`src/sv/cfifo_pkg.sv`:
```
// Shared constants and types for the circular FIFO with search.
// Holds storage geometry, field widths and operation codes; depends on nothing.
`default_nettype none

package cfifo_pkg;

    // Storage geometry.
    localparam int DEPTH      = 16;
    localparam int DATA_WIDTH = 8;
    localparam int IDX_W      = $clog2(DEPTH);
    localparam int CNT_W      = $clog2(DEPTH + 1);

    // Field types.
    typedef logic [2:0]            kind_t;
    typedef logic [DATA_WIDTH-1:0] data_t;
    typedef logic [IDX_W-1:0]      idx_t;
    typedef logic [CNT_W-1:0]      cnt_t;

    // Operation codes carried in the kind field.
    localparam kind_t OP_ENQ   = 3'd0;
    localparam kind_t OP_DEQ   = 3'd1;
    localparam kind_t OP_PEEK  = 3'd2;
    localparam kind_t OP_CLEAR = 3'd3;
    localparam kind_t OP_FIND  = 3'd4;
    localparam kind_t OP_COUNT = 3'd5;

endpackage

`default_nettype wire

```
`src/sv/circular_fifo_with_search.sv`:
```
// Ring-buffer FIFO with configurable capacity, find and count operations.
// Depends on cfifo_pkg for geometry, field types and operation codes.
//
//   Channel  | Handshake                | Payload
//   ---------+--------------------------+----------------------------------------------
//   input    | in_valid / in_ready      | kind, value
//   output   | out_valid / out_ready    | data, data_valid, accepted, match_found,
//            |                          | match_slot, match_count, occupancy,
//            |                          | empty, is_full
//   config   | cfg_write (no wait)      | cfg_data (capacity)
//
// Enqueue, clear, unknown kinds and empty-ring reads go straight to the result; other
// reads make one registered read of the slot memory; find and count scan the stored
// entries: the scan issues one memory read per stored entry and compares it
// the cycle after. Find stops at its first match. A finished result sits in
// the output register, so the next transfer is taken while it waits; a stalled
// output only holds the block at the end of the following operation.
// Reset clears the pointers, the fill count and the capacity (to DEPTH).
`default_nettype none

module circular_fifo_with_search
(
    input  wire                        clk,
    input  wire                        rst_n,
    // Input channel.
    input  wire                        in_valid,
    output logic                       in_ready,
    input  wire  [2:0]                 kind,
    input  wire  [7:0]                 value,
    // Output channel.
    output logic                       out_valid,
    input  wire                        out_ready,
    output logic [7:0]                 data,
    output logic                       data_valid,
    output logic                       accepted,
    output logic                       match_found,
    output logic [3:0]                 match_slot,
    output logic [4:0]                 match_count,
    output logic [4:0]                 occupancy,
    output logic                       empty,
    output logic                       is_full,
    // Capacity register write.
    input  wire                        cfg_write,
    input  wire  [4:0]                 cfg_data
);

    typedef enum logic [1:0] {ST_IDLE, ST_READ, ST_SCAN, ST_EMIT} state_t;

    // Slot memory, one write and one registered read port.
    cfifo_pkg::data_t mem [cfifo_pkg::DEPTH];
    logic             mem_we;
    cfifo_pkg::idx_t  mem_waddr;
    cfifo_pkg::data_t mem_wdata;
    cfifo_pkg::idx_t  rd_addr;
    cfifo_pkg::data_t rd_data_reg;

    // Control and result registers.
    state_t           state_reg, state_next;
    logic [4:0]       cap_reg, cap_next;
    cfifo_pkg::idx_t  head_reg, head_next;
    cfifo_pkg::idx_t  tail_reg, tail_next;
    cfifo_pkg::cnt_t  fill_reg, fill_next;
    cfifo_pkg::kind_t kind_reg, kind_next;
    cfifo_pkg::data_t key_reg, key_next;
    cfifo_pkg::idx_t  ptr_reg, ptr_next;
    cfifo_pkg::cnt_t  left_reg, left_next;
    logic             pend_reg, pend_next;
    cfifo_pkg::idx_t  pend_slot_reg, pend_slot_next;
    cfifo_pkg::data_t res_data_reg, res_data_next;
    logic             res_dv_reg, res_dv_next;
    logic             res_acc_reg, res_acc_next;
    logic             res_found_reg, res_found_next;
    cfifo_pkg::idx_t  res_slot_reg, res_slot_next;
    cfifo_pkg::cnt_t  res_cnt_reg, res_cnt_next;

    // Output registers.
    logic             out_valid_reg, out_valid_next;
    cfifo_pkg::data_t data_reg, data_next;
    logic             data_valid_reg, data_valid_next;
    logic             accepted_reg, accepted_next;
    logic             match_found_reg, match_found_next;
    cfifo_pkg::idx_t  match_slot_reg, match_slot_next;
    cfifo_pkg::cnt_t  match_count_reg, match_count_next;
    cfifo_pkg::cnt_t  occupancy_reg, occupancy_next;
    logic             empty_reg, empty_next;
    logic             is_full_reg, is_full_next;

    cfifo_pkg::cnt_t  cap_eff;
    logic             hit;
    logic             stop_issue;

    // Advance a ring index, wrapping at the effective capacity.
    function automatic cfifo_pkg::idx_t ring_next(input cfifo_pkg::idx_t idx,
                                                  input cfifo_pkg::cnt_t cap);
        cfifo_pkg::idx_t result;
        if ({1'b0, idx} == cap - cfifo_pkg::cnt_t'(1))
        begin
            result = '0;
        end
        else
        begin
            result = idx + cfifo_pkg::idx_t'(1);
        end
        return result;
    endfunction

    // A capacity of zero acts as one, anything above the depth as the depth.
    always_comb
    begin
        if (cap_reg == 5'd0)
        begin
            cap_eff = cfifo_pkg::cnt_t'(1);
        end
        else if ({1'b0, cap_reg} > 6'(cfifo_pkg::DEPTH))
        begin
            cap_eff = cfifo_pkg::cnt_t'(cfifo_pkg::DEPTH);
        end
        else
        begin
            cap_eff = cfifo_pkg::cnt_t'(cap_reg);
        end
    end

    // Scan compare: the data read last cycle against the key.
    assign hit = pend_reg && (rd_data_reg == key_reg)
                 && !((kind_reg == cfifo_pkg::OP_FIND) && res_found_reg);
    assign stop_issue = (kind_reg == cfifo_pkg::OP_FIND) && (res_found_reg || hit);

    // Sequencer: operation decode, memory accesses and result assembly.
    always_comb
    begin
        state_next       = state_reg;
        cap_next         = cap_reg;
        head_next        = head_reg;
        tail_next        = tail_reg;
        fill_next        = fill_reg;
        kind_next        = kind_reg;
        key_next         = key_reg;
        ptr_next         = ptr_reg;
        left_next        = left_reg;
        pend_next        = pend_reg;
        pend_slot_next   = pend_slot_reg;
        res_data_next    = res_data_reg;
        res_dv_next      = res_dv_reg;
        res_acc_next     = res_acc_reg;
        res_found_next   = res_found_reg;
        res_slot_next    = res_slot_reg;
        res_cnt_next     = res_cnt_reg;
        out_valid_next   = out_valid_reg;
        data_next        = data_reg;
        data_valid_next  = data_valid_reg;
        accepted_next    = accepted_reg;
        match_found_next = match_found_reg;
        match_slot_next  = match_slot_reg;
        match_count_next = match_count_reg;
        occupancy_next   = occupancy_reg;
        empty_next       = empty_reg;
        is_full_next     = is_full_reg;
        mem_we           = 1'b0;
        mem_waddr        = tail_reg;
        mem_wdata        = key_reg;
        rd_addr          = head_reg;
        in_ready         = 1'b0;

        // The output register empties on a transfer.
        if (out_valid_reg && out_ready)
        begin
            out_valid_next = 1'b0;
        end

        case (state_reg)
            ST_IDLE:
            begin
                in_ready = 1'b1;
                if (in_valid)
                begin
                    kind_next      = kind;
                    key_next       = value;
                    res_data_next  = '0;
                    res_dv_next    = 1'b0;
                    res_acc_next   = 1'b0;
                    res_found_next = 1'b0;
                    res_slot_next  = '0;
                    res_cnt_next   = '0;
                    state_next     = ST_EMIT;
                    case (kind)
                        cfifo_pkg::OP_ENQ:
                        begin
                            if (fill_reg < cap_eff)
                            begin
                                mem_we       = 1'b1;
                                mem_waddr    = tail_reg;
                                mem_wdata    = value;
                                tail_next    = ring_next(tail_reg, cap_eff);
                                fill_next    = fill_reg + cfifo_pkg::cnt_t'(1);
                                res_acc_next = 1'b1;
                            end
                        end
                        cfifo_pkg::OP_DEQ, cfifo_pkg::OP_PEEK:
                        begin
                            if (fill_reg != '0)
                            begin
                                rd_addr    = head_reg;
                                state_next = ST_READ;
                            end
                        end
                        cfifo_pkg::OP_CLEAR:
                        begin
                            head_next = '0;
                            tail_next = '0;
                            fill_next = '0;
                        end
                        cfifo_pkg::OP_FIND, cfifo_pkg::OP_COUNT:
                        begin
                            ptr_next   = head_reg;
                            left_next  = fill_reg;
                            pend_next  = 1'b0;
                            state_next = ST_SCAN;
                        end
                        default:
                        begin
                            state_next = ST_EMIT;
                        end
                    endcase
                end
            end

            ST_READ:
            begin
                res_data_next = rd_data_reg;
                res_dv_next   = 1'b1;
                if (kind_reg == cfifo_pkg::OP_DEQ)
                begin
                    head_next = ring_next(head_reg, cap_eff);
                    fill_next = fill_reg - cfifo_pkg::cnt_t'(1);
                end
                state_next = ST_EMIT;
            end

            ST_SCAN:
            begin
                rd_addr = ptr_reg;
                // Compare the entry read last cycle.
                if (hit)
                begin
                    if (kind_reg == cfifo_pkg::OP_FIND)
                    begin
                        res_found_next = 1'b1;
                        res_slot_next  = pend_slot_reg;
                    end
                    else
                    begin
                        res_cnt_next = res_cnt_reg + cfifo_pkg::cnt_t'(1);
                    end
                end
                // Issue the next read, or finish once nothing is in flight.
                if ((left_reg != '0) && !stop_issue)
                begin
                    pend_next      = 1'b1;
                    pend_slot_next = ptr_reg;
                    ptr_next       = ring_next(ptr_reg, cap_eff);
                    left_next      = left_reg - cfifo_pkg::cnt_t'(1);
                end
                else
                begin
                    pend_next  = 1'b0;
                    state_next = ST_EMIT;
                end
            end

            ST_EMIT:
            begin
                if (!out_valid_reg || out_ready)
                begin
                    out_valid_next   = 1'b1;
                    data_next        = res_data_reg;
                    data_valid_next  = res_dv_reg;
                    accepted_next    = res_acc_reg;
                    match_found_next = res_found_reg;
                    match_slot_next  = res_slot_reg;
                    match_count_next = res_cnt_reg;
                    occupancy_next   = fill_reg;
                    empty_next       = (fill_reg == '0);
                    is_full_next     = (fill_reg == cap_eff);
                    state_next       = ST_IDLE;
                end
            end

            default:
            begin
                state_next = ST_IDLE;
            end
        endcase

        // Capacity write empties the ring; user writes only while idle, unchecked.
        if (cfg_write)
        begin
            cap_next  = cfg_data;
            head_next = '0;
            tail_next = '0;
            fill_next = '0;
        end
    end

    // State and registered outputs.
    always_ff @(posedge clk or negedge rst_n)
    begin
        if (!rst_n)
        begin
            state_reg       <= ST_IDLE;
            cap_reg         <= 5'(cfifo_pkg::DEPTH);
            head_reg        <= '0;
            tail_reg        <= '0;
            fill_reg        <= '0;
            kind_reg        <= '0;
            key_reg         <= '0;
            ptr_reg         <= '0;
            left_reg        <= '0;
            pend_reg        <= 1'b0;
            pend_slot_reg   <= '0;
            res_data_reg    <= '0;
            res_dv_reg      <= 1'b0;
            res_acc_reg     <= 1'b0;
            res_found_reg   <= 1'b0;
            res_slot_reg    <= '0;
            res_cnt_reg     <= '0;
            out_valid_reg   <= 1'b0;
            data_reg        <= '0;
            data_valid_reg  <= 1'b0;
            accepted_reg    <= 1'b0;
            match_found_reg <= 1'b0;
            match_slot_reg  <= '0;
            match_count_reg <= '0;
            occupancy_reg   <= '0;
            empty_reg       <= 1'b1;
            is_full_reg     <= 1'b0;
        end
        else
        begin
            state_reg       <= state_next;
            cap_reg         <= cap_next;
            head_reg        <= head_next;
            tail_reg        <= tail_next;
            fill_reg        <= fill_next;
            kind_reg        <= kind_next;
            key_reg         <= key_next;
            ptr_reg         <= ptr_next;
            left_reg        <= left_next;
            pend_reg        <= pend_next;
            pend_slot_reg   <= pend_slot_next;
            res_data_reg    <= res_data_next;
            res_dv_reg      <= res_dv_next;
            res_acc_reg     <= res_acc_next;
            res_found_reg   <= res_found_next;
            res_slot_reg    <= res_slot_next;
            res_cnt_reg     <= res_cnt_next;
            out_valid_reg   <= out_valid_next;
            data_reg        <= data_next;
            data_valid_reg  <= data_valid_next;
            accepted_reg    <= accepted_next;
            match_found_reg <= match_found_next;
            match_slot_reg  <= match_slot_next;
            match_count_reg <= match_count_next;
            occupancy_reg   <= occupancy_next;
            empty_reg       <= empty_next;
            is_full_reg     <= is_full_next;
        end
    end

    // Slot memory: synchronous write, registered read.
    always_ff @(posedge clk)
    begin
        if (mem_we)
        begin
            mem[mem_waddr] <= mem_wdata;
        end
        rd_data_reg <= mem[rd_addr];
    end

    // Port drivers.
    assign out_valid   = out_valid_reg;
    assign data        = data_reg;
    assign data_valid  = data_valid_reg;
    assign accepted    = accepted_reg;
    assign match_found = match_found_reg;
    assign match_slot  = match_slot_reg;
    assign match_count = match_count_reg;
    assign occupancy   = occupancy_reg;
    assign empty       = empty_reg;
    assign is_full     = is_full_reg;

endmodule

`default_nettype wire

```
`config.mk`:
```
export PLATFORM = sky130hd
export DESIGN_NAME = circular_fifo_with_search
export DESIGN_NICKNAME = d
export VERILOG_FILES = /design/src/sv/cfifo_pkg.sv /design/src/sv/circular_fifo_with_search.sv
export SDC_FILE = /design/constraint.sdc
export NUM_CORES = 1
export LEC_CHECK = 0
export ABC_CLOCK_PERIOD_IN_PS = 6400
export BUFFER_PORTS_ARGS = -buffer_cell sky130_fd_sc_hd__buf_2
export CELL_PAD_IN_SITES_DETAIL_PLACEMENT = 0
export CELL_PAD_IN_SITES_GLOBAL_PLACEMENT = 1
export CORE_ASPECT_RATIO = 1.1
export CORE_UTILIZATION = 55
export CTS_CLUSTER_DIAMETER = 40
export DETAILED_ROUTE_END_ITERATION = 7
export GPL_TIMING_DRIVEN = 0
export PLACE_DENSITY_LB_ADDON = 0.05
export SYNTH_ARGS = -nofsm -noshare
export SYNTH_HDL_FRONTEND = slang
export SYNTH_SLANG_ARGS = --single-unit
```
`constraint.sdc`:
```
create_clock -name clk -period 6.4 [get_ports clk]
set_input_delay 1.28 -clock clk [delete_from_list [all_inputs] [get_ports clk]]
set_output_delay 1.28 -clock clk [all_outputs]
set_load 0.02 [all_outputs]
```
==> results.py <==
metrics = {
    "timing": {
        "hold_violations": 0,
        "fin_setup_tns_ps": 0,
        "fin_hold_ws_ps": 475,
        "fin_skew_ps": 21.4,
        "worstMarginPinSlew_ps": 1410,
        "relSlewSlack_pct": 5.29,
        "min_period_over_period_pct": 63.4,
        "rsz0062_at_grt": "no",
        "fmax_ghz": 0.247,
        "min_period_ps": 4060,
        "setup_violations": 0,
        "maxSlewViolCount": 0,
    },
    "clock_network": {
        "cts_tree": "built",
        "cts_sinks": 229,
        "cts_htree_levels": 1,
        "clockRootBuffer": "clkbuf_16",
        "hold_buffers": 0,
        "path_clk_slew_ps": 60,
        "post_cts_buffers": 0,
        "postCtsResizedCells": 0,
        "clk_latency_ps": 550,
        "numCtsBuffers": 30,
        "clock_path_buffers": 3,
    },
    "layout": {
        "nNetsFinal": 857,
        "antenna_cells": 0,
        "final_layout_size_suffix_gt1_share_pct": 24.5,
        "top_register": "mem",
        "largest_reg_flops": 128,
        "area_delta_synth_final_pct": 15.4,
        "fin_area_um2": 11700,
    },
    "critical_path": {
        "cp.required_ps": 6560,
        "worst_ep_arrival_time_ps": 4210,
        "cp_top_family": "simple AND/OR/NAND/NOR gates",
        "rr_worst_depth": 8,
        "worstSetupStartpointType": "input port",
        "path_buf_inv": 2,
        "worst-path-stages": 6,
        "path_cells": "buf_2 -> nand2_1 -> nor4_2 -> buf_2 -> nand2_1 -> nor3_1",
        "critPathSlowestCell": "nor3_1",
        "crit_fanout": 10,
        "worstSetupPathType": "in2reg",
        "end_kind": "flip-flop",
        "cpPeakStageDelay_ps": 1090,
    },
    "floorplanning": {
        "start_util_pct": 56.7,
        "fp.dieW_um": 132,
        "die_height_um": 145,
        "die_area_um2": 19000,
        "rows": 51,
        "coreArea_um2": 17900,
        "ios": 50,
    },
    "synthesis": {
        "synth.cell_area_um2": 10200,
        "synth.avg_cell_area_um2": 13.9,
        "ys_warn_count": 0,
        "synth-edff-count": 128,
        "mappedNetlistNets": 776,
        "synthDistinctLibCells": 73,
        "ys_seq_elements": 229,
        "synth-seq-area-share_pct": 62.3,
        "async_reset_ff_share_pct": 40.6,
        "synth_flop_cell": "edfxtp_1",
        "synthCells": 734,
    },
    "placed_design": {
        "dpl_cell_area_um2": 10700,
        "portBuffers": 47,
        "gp_congestion": 0.803,
        "dp_hpwl_mm": 15.4,
    },
    "hold_path": {
        "hold_path_depth": 2,
        "min_path_type": "reg2reg",
    },
    "drt": {
        "vias_per_cell": 5.84,
        "drt_iter0_drc": 331,
        "first_pass_iters": 4,
        "wire_per_inst_um": 20.5,
        "vias": 6288,
        "post-route-drc-count": 0,
        "drtAntennaViolNets": 0,
        "wirelength_mm": 22.0,
    },
    "power": {
        "clockPowerShare_pct": 29.5,
        "internal-power_mw": 3.58,
        "p_comb_share_pct": 31.4,
        "switching_share_pct": 34.3,
        "p_per_area_nw_per_um2": 464,
        "p_switching_mw": 1.87,
        "vdd_drop_max_mv": 0.316,
        "p_seq_share_pct": 39.1,
        "p_leak_nw": 4.58,
    },
    "run_status": {
        "status": "completed",
    },
    "job": {
        "maxCapViolCount": 0,
    },
    "grt": {
        "grt_max_degree": 73,
        "grt_pass1_wl_mm": 34.9,
        "grt_antenna_before_repair": 0,
        "grt_overflow": 0,
        "grt_pass1_vias": 6404,
        "grtUsageTotal_pct": 24.2,
    },
}
-- routing by layer --
metal / global-route usage, % / wire length (um) / vias up
met5: 0 / 0 / -
met3: 3.43 / 981 / 42
met4: 8.51 / 547 / 0
met1: 29.2 / 8660 / 3169
met2: 44.4 / 11800 / 158
li1: - / - / 2919
-- placed cells by master, fill, tap and decap left out, types with 23 or more instances in the layout --
cell type / instances
buf_2: 53
clkbuf_16: 30
dfrtp_1: 91
edfxtp_1: 128
inv_1: 23
mux2_2: 46
mux4_2: 32
nand2_1: 77
nor2_1: 36
o21ai_0: 32
-- power by group through the flow --
stage	clock network [mW]	registers, mW	logic (mW)
finish	1.61	2.13	1.71
global route	1.70	2.16	1.88
CTS	1.64	2.13	1.74
detailed placement	0	2.16	1.73
global placement	0	2.15	1.68
floorplan	0	2.17	1.20
-- Yosys cell counts, types with 2 or more instances --
library cell / n / share of area (%)
nor4b_1: 3 / 0.26
dfxtp_1: 8 / 1.6
edfxtp_1: 128 / 38
mux2_2: 46 / 5.1
mux4_2: 32 / 7.1
o211ai_1: 5 / 0.37
o21ai_0: 32 / 1.6
nand2_1: 77 / 2.8
o31ai_2: 2 / 0.25
nor2_1: 36 / 1.3
nor2b_1: 8 / 0.49
nor3b_1: 3 / 0.22
buf_1: 2 / 0.074
and2_1: 12 / 0.74
mux2i_1: 4 / 0.39
nand2b_1: 11 / 0.68
inv_1: 23 / 0.85
xnor2_1: 9 / 0.77
o21ai_1: 8 / 0.39
a311oi_1: 3 / 0.26
nand3_1: 12 / 0.59
ha_1: 21 / 2.6
buf_6: 2 / 0.22
buf_2: 7 / 0.34
a31oi_1: 13 / 0.80
a21oi_1: 18 / 0.89
clkbuf_1: 17 / 0.63
o22ai_1: 2 / 0.12
or4b_1: 2 / 0.20
nor4_2: 2 / 0.25
nand3b_1: 3 / 0.22
a211oi_1: 10 / 0.74
buf_4: 3 / 0.22
nand4_1: 2 / 0.12
nor3_1: 13 / 0.64
dfstp_2: 2 / 0.52
a22o_1: 12 / 1.0
a21o_1: 3 / 0.22
xor2_1: 14 / 1.2
dfrtp_1: 91 / 22
-- worst min-delay path: cells and delay by family, from the launching register on --
| family | cells | cell delay, ps |
|---|---|---|
| compound gates | 1 | 60 |
| flops | 1 | 370 |
| simple gates | 1 | 40 |
-- cells by family after synthesis --
| group | synth area share [%] |
|---|---|
| muxes | 12.8 |
| and+or+nand+nor | 9.33 |
| adders and majority gates | 2.58 |
| AOI/OAI and AO/OA | 8.65 |
| xor gates and xnor gates | 1.98 |
| buffers and inverters | 2.41 |
| DFF | 62.3 |
-- metrics by stage --
step	utilization [%]	worst slack (ps)	instances	total power [mW]
finish	65.5	2340	1076	5.45
global route	65.5	2120	1076	5.74
CTS	65.4	2270	1075	5.51
floorplan	-	2940	734	3.37
global placement	59.7	1730	1019	3.83
detailed placement	59.9	1690	1020	3.89
-- final timing paths --
check | from | slack [ps] | to
min in group asynchronous | rst_n | 630 | occupancy[3]
min | empty | 470 | empty
min reg2reg | empty | 470 | empty
max | in_valid | 2340 | mem[3][2]
max reg2reg | state_reg[1] | 2390 | mem[3][2]
max in group asynchronous | rst_n | 5120 | ptr_reg[1]
-- cell type report --
| type | instances | area (um2) |
|---|---|---|
| Timing Repair Buffer | 49 | 273 |
| Inverter | 25 | 93.8 |
| Buffer | 31 | 151 |
| Multi-Input combinational cell | 449 | 3600 |
| Sequential cell | 229 | 6330 |
| Clock inverter | 24 | 235 |
| Tap cell | 238 | 298 |
| Clock buffer | 31 | 754 |
| Fill cell | 1334 | 6190 |
(Power assumes the default switching activity.)
